## src/sv/hjs_pkg.sv

```systemverilog
package hjs_pkg;

   localparam int MAX_COLS      = 64;
   localparam int VALUE_BITS    = 24;
   localparam int COL_BITS      = $clog2(MAX_COLS);
   localparam int COLS_EFF_BITS = $clog2(MAX_COLS + 1);
   localparam int ROW_BITS      = 16;
   localparam int CFG_COLS_BITS = 7;
   localparam int CSR_DATA_BITS = 16;
   localparam int SUM_BITS      = VALUE_BITS + 2;
   localparam int QUEUE_DEPTH   = 4;
   localparam int QPTR_BITS     = $clog2(QUEUE_DEPTH);
   localparam int QCOUNT_BITS   = $clog2(QUEUE_DEPTH + 1);
   localparam int MIN_COLS      = 3;
   localparam int MIN_ROWS      = 3;

   typedef enum logic [0:0] {
      CSR_GRID_COLUMNS = 1'b0,
      CSR_GRID_ROWS    = 1'b1
   } csr_index_type;

   typedef struct packed {
      logic [VALUE_BITS-1:0] new_value;
      logic [ROW_BITS-1:0]   out_row;
      logic [COL_BITS-1:0]   out_col;
      logic                  frame_last;
      logic [VALUE_BITS-1:0] max_increase;
   } result_type;

   typedef struct packed {
      logic first_valid;
      logic second_valid;
   } push_type;

   // one line store entry: row r-2 and row r-1 of the same column
   typedef struct packed {
      logic [VALUE_BITS-1:0] upper;
      logic [VALUE_BITS-1:0] middle;
   } line_pair_type;

endpackage

```

## src/sv/hjs_rsp_queue.sv

```systemverilog
module hjs_rsp_queue (
   input  logic                           clock,
   input  logic                           reset,
   input  hjs_pkg::push_type              push,
   input  hjs_pkg::result_type            first_item,
   input  hjs_pkg::result_type            second_item,
   input  logic                           rsp_stall,
   output logic                           rsp_valid,
   output hjs_pkg::result_type            rsp_item,
   output logic [hjs_pkg::QCOUNT_BITS-1:0] count
);
   import hjs_pkg::*;

   result_type             entries_ff [QUEUE_DEPTH];
   logic [QPTR_BITS-1:0]   wr_ptr_ff;
   logic [QPTR_BITS-1:0]   rd_ptr_ff;
   logic [QCOUNT_BITS-1:0] count_ff;
   logic [QPTR_BITS-1:0]   second_ptr;
   logic [1:0]             push_n;
   logic                   pop;

   assign pop        = rsp_valid && !rsp_stall;
   assign push_n     = {1'b0, push.first_valid} + {1'b0, push.second_valid};
   assign second_ptr = wr_ptr_ff + QPTR_BITS'(push.first_valid);

   always_ff @(posedge clock) begin
      if (push.first_valid) begin
         entries_ff[wr_ptr_ff] <= first_item;
      end
      if (push.second_valid) begin
         entries_ff[second_ptr] <= second_item;
      end
   end

   always_ff @(posedge clock) begin
      if (reset) begin
         wr_ptr_ff <= '0;
         rd_ptr_ff <= '0;
         count_ff  <= '0;
      end else begin
         wr_ptr_ff <= wr_ptr_ff + QPTR_BITS'(push_n);
         if (pop) begin
            rd_ptr_ff <= rd_ptr_ff + 1'b1;
         end
         count_ff <= count_ff + QCOUNT_BITS'(push_n) - QCOUNT_BITS'(pop);
      end
   end

   assign rsp_valid = (count_ff != '0);
   assign rsp_item  = entries_ff[rd_ptr_ff];
   assign count     = count_ff;

`ifndef SYNTHESIS
   a_count_bound: assert property (@(posedge clock) disable iff (reset)
      count_ff <= QCOUNT_BITS'(QUEUE_DEPTH))
      else $error("result queue overfilled");

   a_pop_only: assert property (@(posedge clock) disable iff (reset)
      pop && !push.first_valid && !push.second_valid
      |=> count_ff == $past(count_ff) - 1'b1)
      else $error("result queue count lost a pop");

   a_hold_on_stall: assert property (@(posedge clock) disable iff (reset)
      rsp_valid && rsp_stall |=> rsp_valid && $stable(rsp_item))
      else $error("result item changed while stalled");
`endif

endmodule
```

## config.mk

```make
export PLATFORM = sky130hd
export DESIGN_NAME = hjs_rsp_queue
export DESIGN_NICKNAME = d
export VERILOG_FILES = /design/src/sv/hjs_pkg.sv /design/src/sv/hjs_rsp_queue.sv
export SDC_FILE = /design/constraint.sdc
export NUM_CORES = 1
export LEC_CHECK = 0
export BUFFER_PORTS_ARGS = -buffer_cell sky130_fd_sc_hd__buf_2
export CAP_MARGIN = 20
export CORE_MARGIN = 4
export CORE_UTILIZATION = 30
export CTS_BUF_LIST = sky130_fd_sc_hd__clkbuf_4
export DETAILED_ROUTE_END_ITERATION = 7
export HOLD_SLACK_MARGIN = 0.06
export PLACE_DENSITY = 0.55
export SYNTH_ARGS = -nofsm -noshare
export SYNTH_HDL_FRONTEND = slang
export SYNTH_SLANG_ARGS = --single-unit
```

## constraint.sdc

```tcl
create_clock -name clock -period 6.4 [get_ports clock]
set_clock_uncertainty 0.05 [all_clocks]
set_input_delay 0.32 -clock clock [delete_from_list [all_inputs] [get_ports clock]]
set_output_delay 0.32 -clock clock [all_outputs]
set_load 0.02 [all_outputs]
```

# Word-level counts from Yosys, hierarchy flattened
# Memories as Yosys holds them, arrays and structs flattened. A register that Yosys moved wholly into a read port is not among the register bits.
# Index checks and enable logic that the tools add are counted.
# classes
reduce_logical	3
eq_ne	0
bitwise	0
n_mux	6
div_mod_pow	0
shift	0
n_lt_le_gt_ge	0
n_mul	0
addsub	6
# ops
op	n
two-way mux 1 bit	4
two-way mux 2 bit	2
adder 3 x 2 -> 3 bit	1
nonzero test 3 bit	1
subtractor 3 x 1 -> 3 bit	1
adder 1 x 1 -> 2 bit	1
adder 2 x 1 -> 2 bit	1
adder 2 x 1 -> 2 bit (second input constant)	1
adder 2 bit	1
logical AND 1 bit	1
logical NOT 1 bit	1
# totals
word_cells	19
mem_bits_ro	0
mem_bits_rw	284
latch_bits	0
memories	1
ff_bits	7
in_bits	147
# memory_table
memory	words	width	read_ports	rd_ports_with_merged_regs	wr	line_no	rtl
entries_ff	4	71	1	1	2	hjs_rsp_queue.sv:14	result_type entries_ff [QUEUE_DEPTH];

# Logic depth before layout (Yosys ltp)
# logic_depth
depth_word	4
mapped_depth	9

# Worst setup path before layout
# Ideal clock, no wire load.
# synth_timing
path_type	flip-flop to flip-flop
start	reg wr_ptr_ff[1]
end	mem entries_ff[0][0] (netlist bit), enable pin
path_buffers	0
stages_incl_launch_ff	3
path_slack_ns	0.274
t_arrival_ns	5.478
required_ns	5.752
path_cell_list	dfxtp_1 -> nand2b_1 -> o21ai_0
# synth_rtl
item	line_no	rtl
from (decl)	hjs_rsp_queue.sv:15	logic [QPTR_BITS-1:0] wr_ptr_ff;
from (signal assigned)	hjs_rsp_queue.sv:41	wr_ptr_ff <= wr_ptr_ff + QPTR_BITS'(push_n);
to (decl)	hjs_rsp_queue.sv:14	

==> summary.md <==
| Metric | Value |
|---|---|
| Outcome | finished, final reports clean |
| Seq pwr share | 0.423 |
| Worst Path Class, Setup | reg -> reg |
| Period Utilization, post-route | 0.6459 |
| CP Capture Type | register |
| Initial DRC count | 345 |
| Final Net Count | 1391 |
| Clock Tree Root | clkbuf_4 |
| Total negative slack | 0 ps |
| Number of fill cells | 4285 |
| Largest net degree at the start of global routing | 46 |
| Syn Nets | 897 |
| Worst-path clk slew | 60 ps |
| CTS tree | yes |
| Synth area leader | edfxtp_1 |
| Avg Cell Area, Syn | 19.32 um^2 |
| DR WL/cell | 20.19 um |
| CP Launch Type | register |
| First-pass GRT wire length | 57790 um |
| Most common cell in the netlist | edfxtp_1 |
| Overall power | 6.134 mW |
| Sw Share | 0.3092 |
| Core Area | 46950 um^2 |
| Post-CTS setup buffer count | 0 |
| CP required | 6850 ps |
| Busiest grt layer | met2 |
| Hold Slack | 355.7 ps |
| Initial Utilization | 0.3058 |
| Power share of the clock group | 0.275 |
| Net Switching | 1.897 mW |
| Synth top cells by count | edfxtp_1, mux2_2, mux4_2, mux2_4, buf_2 |
| Post-Syn Area | 14360 um^2 |
| Slew headroom | 0.3313 |
| Port Buffer Count | 221 |
| Vias per inst | 4.648 |
| Final hold vios | 0 |
| Synth top area share | 0.5940 |
| Final setup fails | 0 |
| Comb power frac | 0.303 |
| GP Congestion | 0.7442 |
| Post-synth cell types | 30 |
| Most used flip-flop cell after synthesis | edfxtp_1 |
| GRT overflow | 0 |
| Sequential area share after synthesis | 0.6065 |
| Yosys warnings | 0 |
| Chip height | 226.8 um |
| Resized Gates After CTS | 0 |
| H-Tree Depth | 3 |
| Pre-antenna DRT Iters | 4 |
| Fmax achieved | 0.2419 GHz |
| Layout cells sized above 1 | 0.5614 |
| Worst-margin pin slew | 1003 ps |
| Initial antenna violation count | 3 |
| Die footprint | 51420 um^2 |
| Via Count | 8846 |
| Cells after Synth | 743 |
| Row count | 79 |
| Met1 usage | 0.1933 |
| Sink Count | 293 |
| RSZ-0062 raised after global routing | no |
| # Max-Cap Violations | 0 |
| Count of final max-slew check failures | 0 |
| Crit path time final | 4134 ps |
| Die X-Extent | 226.8 um |
| ANT nets after route | 0 |
| Area growth syn-to-layout | 34.80% |
| Internal | 4.237 mW |
| Dpl hpwl | 21560 um |
| GR Layer Usage met2 | 0.2412 |
| Pwr dens | 316.9 nW/um^2 |
| Met3 usage | 0.03716 |
| FFs w/ async S/R, synth | 0 |
| Final wirelength | 38420 um |
| Total GRT Usage | 0.1494 |
| CP Data Arrival Time | 4580 ps |
| FF+latch count, synth | 293 |
| Vias in the first global route | 9922 |
| Clock Latency Late Sink | 750 ps |
| Peak VDD IR | 0.0001957 V |
| DRC | 0 |
| Number of synthesized flops with an enable pin | 284 |
| Leakage | 7.221 nW |
| Hold Crit Class | in -> reg |
| Max clock buf depth | 3 |
| Number of I/O pins | 222 |
| Synth area leaders | edfxtp_1, mux2_2, mux4_2 |
| Critical path fanouts, max | 45 |
| CTS Buf Count | 85 |
cells in the final DEF, fill, tap and decap left out, types with 3 or more instances in the layout:
cell / count
edfxtp_1: 284
buf_2: 221
dlygate4sd3_1: 218
inv_1: 8
mux2_2: 216
buf_4: 15
ha_1: 6
inv_2: 4
clkbuf_4: 118
mux2_4: 69
mux4_2: 71
dfxtp_1: 7
xnor2_1: 3
nor2b_1: 4
nor2_1: 4
clkinv_1: 20
cell type report:
type | instances | area, um^2 | area share
well taps | 607 | 759.5 | 0.03924
diodes | 1 | 2.502 | 0.0001293
flip-flops and latches | 293 | 8716 | 0.4503
multi-input cells | 394 | 5409 | 0.2795
repair buffers | 455 | 3421 | 0.1768
clock inverters | 27 | 130.1 | 0.006724
clock buffers | 118 | 885.9 | 0.04577
inverters | 8 | 30.03 | 0.001552
layer usage:
layer / up-vias / routed length (um)
met5: - / 14
met4: 4 / 894
li1: 4080 / -
met1: 4468 / 17140
met3: 75 / 1908
met2: 219 / 18460
timing repair:
| item | 4_1_cts | 5_1_grt |
|---|---|---|
| hold buffers | 218 | 0 |
| hold endpoints to repair | 299 | 0 |
| setup endpoints to repair | 0 | 0 |
metrics by stage:
step / worst slack (ps) / std cells / area (um^2) / util
3_5_place_dp: 2741 / 1539 / 16150 / 0.3440
3_3_place_gp: 2782 / 1538 / 16130 / 0.3436
4_1_cts: 2231 / 1902 / 19350 / 0.4122
2_1_floorplan: 274.2 / 743 / 14360 / -
5_1_grt: 2132 / 1903 / 19350 / 0.4122
6_report: 2266 / 1903 / 19350 / 0.4122
worst max-delay path, cell delays in order (launching register included):
cell and delay (ps):
dfxtp_1 400, ha_1 240, xnor2_1 540, or3b_4 720, buf_4 900, mux2_2 410, dlygate4sd3_1 560
final timing paths:
kind / from / slack (ps) / cells past startpoint / endpoint
worst max-delay path: wr_ptr_ff[0] / 2270 / 6 / entries_ff[2][70]
worst min-delay path: reset / 360 / 3 / register
worst max register to register: wr_ptr_ff[0] / 2270 / 6 / entries_ff[2][70]
worst min register to register: rd_ptr_ff[0] / 470 / 2 / register
sequential cells by signal, summed over array words and instances (netlist names), named ones only:
| signal | cells |
|---|---|
| count | 3 |
| entries_ff | 284 |
| rd_ptr_ff | 2 |
| wr_ptr_ff | 2 |
power by group through the flow:
stage	clock (mW)	combinational, mW	sequential, mW
floorplan	0	1.18	2.63
global placement	0	1.73	2.63
detailed placement	0	1.74	2.64
CTS	1.76	1.89	2.60
global route	1.87	1.99	2.62
finish	1.69	1.86	2.59
logic make-up (layout without fill, tap and decap cells):
family	count (synthesis)	after routing	synth area share
flops	293	293	0.6065
other cells	0	1	0
xor+xnor	4	4	0.002441
mux	356	356	0.3529
fa+ha+maj	7	7	0.006623
buf+inv	56	608	0.02109
compound gates	7	7	0.002702
simple gates	20	20	0.007671
Power figures use the tool's default switching activity.
