### config.mk
export PLATFORM = sky130hd
export DESIGN_NAME = hjs_ram
export DESIGN_NICKNAME = d
export VERILOG_FILES = /design/src/sv/hjs_ram.sv
export SDC_FILE = /design/constraint.sdc
export NUM_CORES = 1
export LEC_CHECK = 0
export BUFFER_PORTS_ARGS = -buffer_cell sky130_fd_sc_hd__clkbuf_2
export CORE_AREA = 2 2 117 119
export CTS_CLUSTER_DIAMETER = 30
export DETAILED_ROUTE_END_ITERATION = 12
export DIE_AREA = 0 0 119 121
export HOLD_SLACK_MARGIN = 0.05
export RECOVER_POWER = 25
export SLEW_MARGIN = 30
export SYNTH_ARGS = -nofsm -noshare
export SYNTH_HDL_FRONTEND = slang
export SYNTH_SLANG_ARGS = --single-unit
### constraint.sdc
create_clock -name clock -period 1.95 [get_ports clock]
set_input_delay 0.195 -clock clock [delete_from_list [all_inputs] [get_ports clock]]
set_output_delay 0.195 -clock clock [all_outputs]
set_load 0.03 [all_outputs]
### src/sv/hjs_ram.sv
module hjs_ram #(
   parameter int WIDTH = 8,
   parameter int DEPTH = 16
) (
   input  logic                     clock,
   input  logic                     wr_en,
   input  logic [$clog2(DEPTH)-1:0] wr_addr,
   input  logic [WIDTH-1:0]         wr_data,
   input  logic [$clog2(DEPTH)-1:0] rd_addr,
   output logic [WIDTH-1:0]         rd_data
);

   logic [WIDTH-1:0] mem_ff [DEPTH];
   logic [WIDTH-1:0] rd_data_ff;

   always_ff @(posedge clock) begin
      if (wr_en) begin
         mem_ff[wr_addr] <= wr_data;
      end
      rd_data_ff <= mem_ff[rd_addr];
   end

   assign rd_data = rd_data_ff;

endmodule

# After elaboration in Yosys (flattened, before gate mapping)
# Memory sizes are Yosys's and may differ from the RTL's. A register that Yosys moved wholly into a read port is not among the register bits.
# Cells that the tools add are included.
[totals] ff_bits=0 latchBits=0 ramBits=128 mem_bits_ro=0 out_inout_bits=8 word_cells=3 memories=1
[memory_table] name="mem_ff" words=16 word_bits=8 rd=1 rd_ports_with_merged_regs=1 write_ports=1 line="13" text="logic [WIDTH-1:0] mem_ff [DEPTH];"
[classes] n_addsub=0 mul=0 n_div=0 order_cmp=0 n_eq_ne=0 shifts=0 muxes=2 bitwise=0 n_reduce_logical=0
[op_table] cell="$mux W1" count=2

# Longest topological paths before layout
# Gate-level depths: netlist (run 1).
[depth] ltp_word=2 depth_mapped=5

# Least setup slack after synthesis (run 1)
# OpenSTA, ideal clock, no wires.
[synth_timing] path_type="in2reg" startpoint="in wr_addr[2]" endpoint="mem mem_ff[0][0], enable pin" setup_ps=383 arrival_ps=1305 required_time_ps=1567 setup_slack_ps=262 stages=2 path_cell_list="or3b_2 -> nor3_1"
[synth_rtl] item="from (decl)" line="7" text="input logic [$clog2(DEPTH)-1:0] wr_addr,"
[synth_rtl] item="to (decl)" line="13"
# Straight into the memory's write port.

==> reports/qor.yml, run 1 <==
finish:
  antenna_cells: 0
  fillers: 1075
  nets: 301
  areaGrowthSynthToFinish_pct: 21.1
  drive_above_1_share_pct: 28.7
setup_path:
  worstReg2RegStart: "mem_ff[8][1]"
  cp_cell_sequence: "mux4_1 > a22oi_1 > nand2_1"
  cp_num_cells: 3
  reg2reg_slack_ns: 0.57
  arrival_ns: 1.66
  worstSetupPathType: "reg -> reg"
  setup.worst_path.start: "mem_ff[8][1]"
  start_kind: "flop"
  rr_worst_depth: 3
  crit_path_end: "rd_data[1]"
  critPathTopFamily: "multiplexers"
  setup.worst_path.end_class: "flop"
  slowest_delay_ns: 0.49
  cp_max_fo: 1
  reg2reg_to: "rd_data[1]"
  critPathSlowestCell: "mux4_1"
  cp.required_ns: 2.23
  cp.buffers_inverters: 0
placement:
  place_congestion: 0.687
  hpwl_mm: 6.19
  port_buffers: 25
clock_network:
  cts_buffer_depth: 2
  htreeDepth: 4
  cts.sinks: 136
  post_cts_resized: 0
  clk_pin_slew_ns: 0.06
  cts_tree: "built"
  insertion_delay_ns: 0.41
  cts_hold_buf: 0
  postCtsSetupRepairBufs: 0
  cts_made_buffers: 17
  cts_root_buf: "clkbuf_16"
synth:
  synth.area.top_cells: "edfxtp_1 75%, mux4_2 7.9%, mux4_1 7.1%"
  yosys.area.top_type_share_pct: 74.7
  ys_types: 19
  ys_seq_elements: 136
  synthFlopType: "edfxtp_1"
  synth_edf_count: 128
  synth_top_cell_by_area: "edfxtp_1"
  synth_area_per_cell_sq_um: 22.5
  synthesis.nets: 247
  synthCells: 229
  synth_common_cells: "128 x edfxtp_1, 18 x mux4_2, 16 x a22oi_1"
  yosysMostFrequentCell: "edfxtp_1"
  syn_area_sq_mm: 0.00515
  yosysWarnings: 0
  async_flop_share_pct: 0
  yosysSeqAreaShare_pct: 77.8
outcome:
  status: "complete, no violations"
die:
  initial_core_util_pct: 39.3
  die_h_um: 121
  io_pins: 26
  die_w_um: 119
  row_count: 42
  dieArea_sq_mm: 0.0144
  core_sq_mm: 0.0131
route:
  vias: 2399
  antenna_left: 0
  drc: 0
  viasPerCell: 5.08
  wl_per_cell_um: 21.3
  firstDrtPassIters: 4
  drtIter0Drc: 181
  totalWireLength_mm: 10.0
timing:
  fin_tns_setup_ns: 0
  rsz0062_at_grt: "no"
  drv_slew: 0
  fin_skew_ns: 0.00683
  whs_ns: 0.237
  worstMarginPinSlew_ns: 0.663
  hold_viol: 0
  clock.fmax_mhz: 725
  post-route-period-util_pct: 70.7
  period_needed_ns: 1.38
  slew_headroom_pct: 55.8
  finalSetupViolCount: 0
pwr:
  worst_ir_drop_vdd_v: 0.000693
  p_per_area_mw_per_mm2: 1140
  p_leak_uw: 0.00211
global_routing:
  antenna_found_initial: 0
  grt.total_usage_pct: 15.3
  grt_max_degree: 33
  grt_pass1_vias: 2544
  grt_pass1_wl_mm: 15.3
  gr-total-overflow: 0
job:
  maxCapViolCount: 0
min_path:
  holdCritPathClass: "in -> reg"
[how the worst min path moves through the flow]
stage | depth (start not counted) | to | startpoint
floorplan | 0 | mem_ff[0][0] | wr_data[0]
global placement | 1 | mem_ff[6][7] | wr_data[7]
detailed placement | 1 | mem_ff[6][7] | wr_data[7]
CTS | 1 | mem_ff[6][7] | wr_data[7]
global route | 1 | mem_ff[1][2] | wr_data[2]
finish | 1 | mem_ff[1][2] | wr_data[2]
[metrics by stage]
stage	utilization (%)	setup slack, ns	instance area (sq um)	power [uW]	instances
floorplan	-	0.262	5150	3550	229
global placement	42.7	0.235	5580	3690	440
detailed placement	42.7	0.218	5580	3700	440
CTS	47.7	0.563	6240	7160	472
global route	47.6	0.494	6230	7330	472
finish	47.6	0.571	6230	7110	472
[kinds of logic (layout without fill, tap and decap cells)]
family                 count (synthesis)  in the layout  synth area share (%)
AOI/OAI and AO/OA                     16             16                  2.33
buffers and inverters                 10             77                  1.68
DFF                                  136            136                  77.8
muxes                                 32             32                  15.0
and+or+nand+nor                       35             35                  3.18
[routing by layer]
layer	track usage [%]	part of all wire, %	vias up
met5	0	0	-
met4	6.47	1.2	0
met3	4.14	3.4	7
met2	24.8	50	43
met1	19.5	45	1265
li1	-	-	1084
[sequential cells by signal, indices dropped and copies added, names as in the netlist]
name / cells
rd_data: 8
mem_ff: 128
[report_power, final]
group | internal, uW | total [uW] | switching (uW)
Combinational | 130 | 334 | 204
Sequential | 3270 | 3290 | 23.7
Clock | 2400 | 3480 | 1090
[final cells by class]
cell class | instances | area (sq um) | share of cell area (%)
sequential | 136 | 4000 | 64.3
clock buffer | 24 | 492 | 7.89
clock inverter | 8 | 165 | 2.65
multi-input combinational | 83 | 1060 | 17.0
tap | 176 | 220 | 3.53
timing repair buffer | 45 | 293 | 4.70
[layout by cell type (no fill, tap or decap), types with 2 or more instances in the layout]
cell type    n
a22oi_1     16
buf_12       2
buf_4       18
bufinv_16    5
clkbuf_1     9
clkbuf_16   17
clkbuf_2    19
clkbuf_8     4
clkinv_1     2
dfxtp_1      8
edfxtp_1   128
mux4_1      14
mux4_2      18
nand2_1      9
nand2b_1     2
nand3b_1     2
nor2_1      13
nor3_1       4
Note: power is estimated with default switching activity, not from simulation.
==> run 2, diff against run 1 <==
Clock period 1.95 ns to 1.4 ns, I/O delays scaled along.
==> reports/qor.yml, run 2 (synthesis results as in run 1) <==
outcome:
  status: "complete, no violations"
finish:
  fin_area_sq_mm: 0.00624  # +0.16%
  nets: 307  # +2.0%
  fillers: 1076  # +0.093%
  final_cell_mix: "128 x edfxtp_1, 24 x buf_4, 19 x clkbuf_2, 18 x mux4_2, 17 x clkbuf_16"
  layout_commonest_cell: "edfxtp_1"
  largest_reg_flops: 128  # unchanged
  antenna_cells: 0  # unchanged
  fin_util_pct: 47.7  # +0.077 points
  areaGrowthSynthToFinish_pct: 21.2
  top_register: "mem_ff"
  drive_above_1_share_pct: 32.5  # +3.7 points
clock_network:
  cts.sinks: 136  # unchanged
  cts_tree: "built"
  cts_root_buf: "clkbuf_16"
  insertion_delay_ns: 0.41  # about the same
  cts_hold_buf: 0  # unchanged
  clk_pin_slew_ns: 0.06  # about the same
  cts_made_buffers: 17  # unchanged
  htreeDepth: 4  # unchanged
  cts_buffer_depth: 2  # unchanged
setup_path:
  setup.worst_path.end_class: "flop"
  start_kind: "flop"
  worstSetupPathType: "reg -> reg"
  cp.required_ns: 1.70  # -0.53 ns
  cp_max_fo: 1  # unchanged
  reg2reg_slack_ns: 0.05  # -0.52 ns
  arrival_ns: 1.65  # about the same
global_routing:
  gr-total-overflow: 0  # unchanged
  grt_pass1_wl_mm: 14.9  # -2.7%
  grt_max_degree: 23  # -30%
  grt_pass1_vias: 2485  # -2.3%
  antenna_found_initial: 0  # unchanged
  grt.total_usage_pct: 14.9  # -0.41 points
route:
  totalWireLength_mm: 9.75  # -2.8%
  vias: 2384  # -0.63%
  viasPerCell: 4.99  # -1.9%
  drtIter0Drc: 249  # +38%
  wl_per_cell_um: 20.4  # -4.0%
  antenna_left: 0  # unchanged
  drc: 0  # unchanged
  firstDrtPassIters: 5  # +1
timing:
  fin_ws_ns: 0.0514  # -0.519 ns
  clock.fmax_mhz: 742  # +2.3%
  fin_skew_ns: 0.00556  # -0.00126 ns
  post-route-period-util_pct: 96.3  # +26 points
  hold_viol: 0  # unchanged
  worstMarginPinSlew_ns: 0.837  # +0.174 ns
  slew_headroom_pct: 44.1  # -12 points
  period_needed_ns: 1.35  # -0.0305 ns
  finalSetupViolCount: 0  # unchanged
  rsz0062_at_grt: "no"
  drv_slew: 0  # unchanged
placement:
  place_congestion: 0.716  # +4.3%
  dp_slack_ns: -0.195  # -0.413 ns
  hpwl_mm: 6.32  # +2.2%
  port_buffers: 25  # unchanged
  place_area_sq_mm: 0.00563  # +0.90%
die:
  die_h_um: 121  # unchanged
  io_pins: 26  # unchanged
  dieArea_sq_mm: 0.0144  # unchanged
  initial_core_util_pct: 39.3  # unchanged
  row_count: 42  # unchanged
  die_w_um: 119  # unchanged
  core_sq_mm: 0.0131  # unchanged
job:
  maxCapViolCount: 0  # unchanged
min_path:
  holdCritPathClass: "in -> reg"
pwr:
  p_per_area_mw_per_mm2: 1530  # +34%
  worst_ir_drop_vdd_v: 0.000815  # +18%
  p_total_uw: 9560  # +34%
  p_leak_uw: 0.00212  # +0.29%
==> run 2: power by group <==
group / internal (uW) / switching, uW
Sequential: 4550 / 25.2
Clock: 2880 / 1620
Combinational: 194 / 289
Total: 7630 / 1930
==> run 2: final timing paths <==
check	startpoint	endpoint	cells after the start
worst min-delay path	wr_data[4]	mem_ff[6][4]	1
worst max register to register	mem_ff[1][0]	rd_data[0]	3
worst min register to register	mem_ff[8][3]	rd_data[3]	3
worst max-delay path	mem_ff[1][0]	rd_data[0]	3
==> run 2: cell type report <==
type,count,area (sq um),share of cell area [%]
Tap cell,176,220,3.53
Sequential cell,136,4000,64.2
Clock buffer,20,457,7.32
Timing Repair Buffer,51,338,5.41
Clock inverter,12,150,2.41
Multi-Input combinational cell,83,1070,17.2
==> run 2: per-layer routing <==
| metal | global-route usage (%) | up-vias | wire [um] |
|---|---|---|---|
| met5 | 0 | - | 0 |
| met4 | 4.91 | 0 | 121 |
| met3 | 5.03 | 10 | 351 |
| met2 | 24.9 | 56 | 4990 |
| met1 | 18.2 | 1226 | 4290 |
| li1 | - | 1092 | - |
==> run 2: worst max-delay path, stage by stage, from the launching register on <==
cell and delay [ns]:
edfxtp_1 0.36, mux4_1 0.51, a22oi_1 0.29, nand2_1 0.08
==> run 2: stage by stage <==
step,cells,TNS [ns],hold WS (ns)
floorplan,229,-0.147,0.239
global placement,446,-0.798,0.548
detailed placement,446,-0.984,0.577
CTS,478,0,0.146
global route,478,0,0.216
finish,478,0,0.200
==> run 2: what timing repair did <==
| item | 4_1_cts | 5_1_grt |
|---|---|---|
| endpoints found under the setup margin | 0 | 2 |
| buffers inserted | 0 | 0 |
| gates resized for setup | 0 | 2 |
==> run 3, diff against run 2 <==
Settings changed: PLACE_DENSITY_LB_ADDON set to 0.25.
==> reports/qor.yml, run 3 (synthesis results as in run 1) <==
outcome:
  status: "complete, no violations"
setup_path:
  arrival_ns: 1.60  # -0.05 ns
  worstSetupPathType: "reg -> reg"
  rr_worst_depth: 3  # unchanged
  start_kind: "flop"
  cp.required_ns: 1.67  # -0.03 ns
  setup.worst_path.start: "mem_ff[1][5]"
  cp.buffers_inverters: 0  # unchanged
  cp_cell_sequence: "mux4_1 > a22oi_2 > nand2_1"
  setup.worst_path.end_class: "flop"
  reg2reg_slack_ns: 0.07  # +0.02 ns
  critPathSlowestCell: "mux4_1"
  worstReg2RegStart: "mem_ff[1][5]"
  cp_max_fo: 1  # unchanged
  critPathTopFamily: "multiplexers"
  reg2reg_to: "rd_data[5]"
  slowest_delay_ns: 0.53  # +0.02 ns
clock_network:
  clk_pin_slew_ns: 0.06  # about the same
  cts_tree: "built"
  cts_buffer_depth: 2  # unchanged
  cts.sinks: 136  # unchanged
  postCtsSetupRepairBufs: 0  # unchanged
  htreeDepth: 4  # unchanged
  insertion_delay_ns: 0.41  # about the same
  cts_root_buf: "clkbuf_16"
  cts_made_buffers: 17  # unchanged
route:
  drc: 0  # unchanged
  wl_per_cell_um: 20.5  # +0.58%
  drtIter0Drc: 230  # -7.6%
  firstDrtPassIters: 5  # unchanged
  viasPerCell: 5.13  # +2.8%
  totalWireLength_mm: 9.87  # +1.2%
  antenna_left: 0  # unchanged
  vias: 2466  # +3.4%
finish:
  nets: 310  # +0.98%
  drive_above_1_share_pct: 31.8  # -0.65 points
  areaGrowthSynthToFinish_pct: 20.9
  top_register: "mem_ff"
  antenna_cells: 0  # unchanged
  fillers: 1067  # -0.84%
  multi_input_area_sq_mm: 0.00109  # +1.9%
  largest_reg_flops: 128  # unchanged
  fin_util_pct: 47.5  # -0.15 points
  seqCellArea_sq_mm: 0.00400  # unchanged
  layout_commonest_cell: "edfxtp_1"
  final_cell_mix: "128 x edfxtp_1, 24 x buf_4, 18 x mux4_2, 18 x clkbuf_2, 17 x clkbuf_16"
global_routing:
  grt.total_usage_pct: 15.3  # +0.42 points
  grt_max_degree: 17  # -26%
  met3_usage_pct: 5.55  # +0.52 points
  gr-total-overflow: 0  # unchanged
  grt_pass1_wl_mm: 15.6  # +4.8%
  groute.layer.met1.usage_pct: 21.0  # +2.8 points
  antenna_found_initial: 0  # unchanged
  use_met2_pct: 23.2  # -1.7 points
  grt_pass1_vias: 2588  # +4.1%
  top_usage_layer: "met2"
min_path:
  hold_end: "mem_ff[1][7]"
  hold_depth: 1  # unchanged
  holdCritPathClass: "in -> reg"
  min_from: "wr_data[7]"
timing:
  rsz0062_at_grt: "no"
  clock.fmax_mhz: 755  # +1.8%
  finalSetupViolCount: 0  # unchanged
  post-route-period-util_pct: 94.7  # -1.7 points
  worstMarginPinSlew_ns: 0.787  # -0.0494 ns
  hold_viol: 0  # unchanged
  whs_ns: 0.191  # -0.00997 ns
  drv_slew: 0  # unchanged
  slew_headroom_pct: 47.3  # +3.2 points
  fin_skew_ns: 0.0110  # +0.00545 ns
  period_needed_ns: 1.33  # -0.0233 ns
die:
  dieArea_sq_mm: 0.0144  # unchanged
  core_sq_mm: 0.0131  # unchanged
  die_w_um: 119  # unchanged
  die_h_um: 121  # unchanged
  io_pins: 26  # unchanged
  row_count: 42  # unchanged
  initial_core_util_pct: 39.3  # unchanged
placement:
  place_congestion: 0.755  # +5.4%
  port_buffers: 25  # unchanged
  hpwl_mm: 6.60  # +4.3%
pwr:
  worst_ir_drop_vdd_v: 0.00140  # +72%
  p_per_area_mw_per_mm2: 1430  # -6.8%
  p_leak_uw: 0.00211  # -0.47%
job:
  maxCapViolCount: 0  # unchanged
-- run 3: cell types whose count changed in the layout (fill, tap and decap cells not counted) --
cell        delta
clkbuf_1       +7
clkinv_4       -2
clkinv_2       +1
clkbuf_2       -1
buf_12         +3
bufinv_16      -3
a22oi_1        -4
clkinvlp_4     -3
a22oi_2        +4
clkinv_1       +1
-- run 3: cell type report --
type,count,area share (%)
clock buffers,26,7.70
flip-flops and latches,136,64.4
repair buffers,54,6.38
well taps,176,3.54
clock inverters,6,0.463
multi-input cells,83,17.6
-- run 3: worst reg2reg max path, delay by kind of cell, from the launching register on --
family	cells	cell delay (ns)
muxes	1	0.53
DFF	1	0.36
AOI/OAI and AO/OA	1	0.21
and+or+nand+nor	1	0.10
-- run 3: how the worst max path moves through the flow --
stage	to	slack (ns)	cells after the start
after floorplan	mem_ff[3][0]	-0.006	2
after global placement	rd_data[1]	-0.18	5
after detailed placement	rd_data[1]	-0.19	5
after CTS	rd_data[1]	0.01	3
after global routing	rd_data[5]	0.02	3
final	rd_data[5]	0.07	3
-- run 3: power breakdown --
part           total, uW  internal [uW]  switching, uW
combinational        511            210            301
sequential          4580           4560           25.6
clock               3790           2330           1460
total               8880           7100           1790
-- run 3: metrics by stage --
stage / setup slack [ns] / instance area, sq um / cells / total power (uW) / TNS (ns)
global route: 0.0163 / 6220 / 481 / 9220 / 0
floorplan: -0.00615 / 5150 / 229 / 4940 / -0.147
detailed placement: -0.194 / 5690 / 449 / 5180 / -1.17
finish: 0.0747 / 6220 / 481 / 8880 / 0
CTS: 0.0106 / 6200 / 481 / 8990 / 0
global placement: -0.177 / 5690 / 449 / 5160 / -1.05
-- run 3: what timing repair did --
item | CTS | global route
resized for setup | 0 | 6
hold buffers | 0 | 0
endpoints found under the setup margin | 0 | 6
endpoints found under the hold margin | 0 | 0
-- run 3: layer usage --
metal	vias to the layer above	wire (um)
met2	75	4780
met4	0	82
met5	-	0
li1	1101	-
met1	1284	4480
met3	6	525
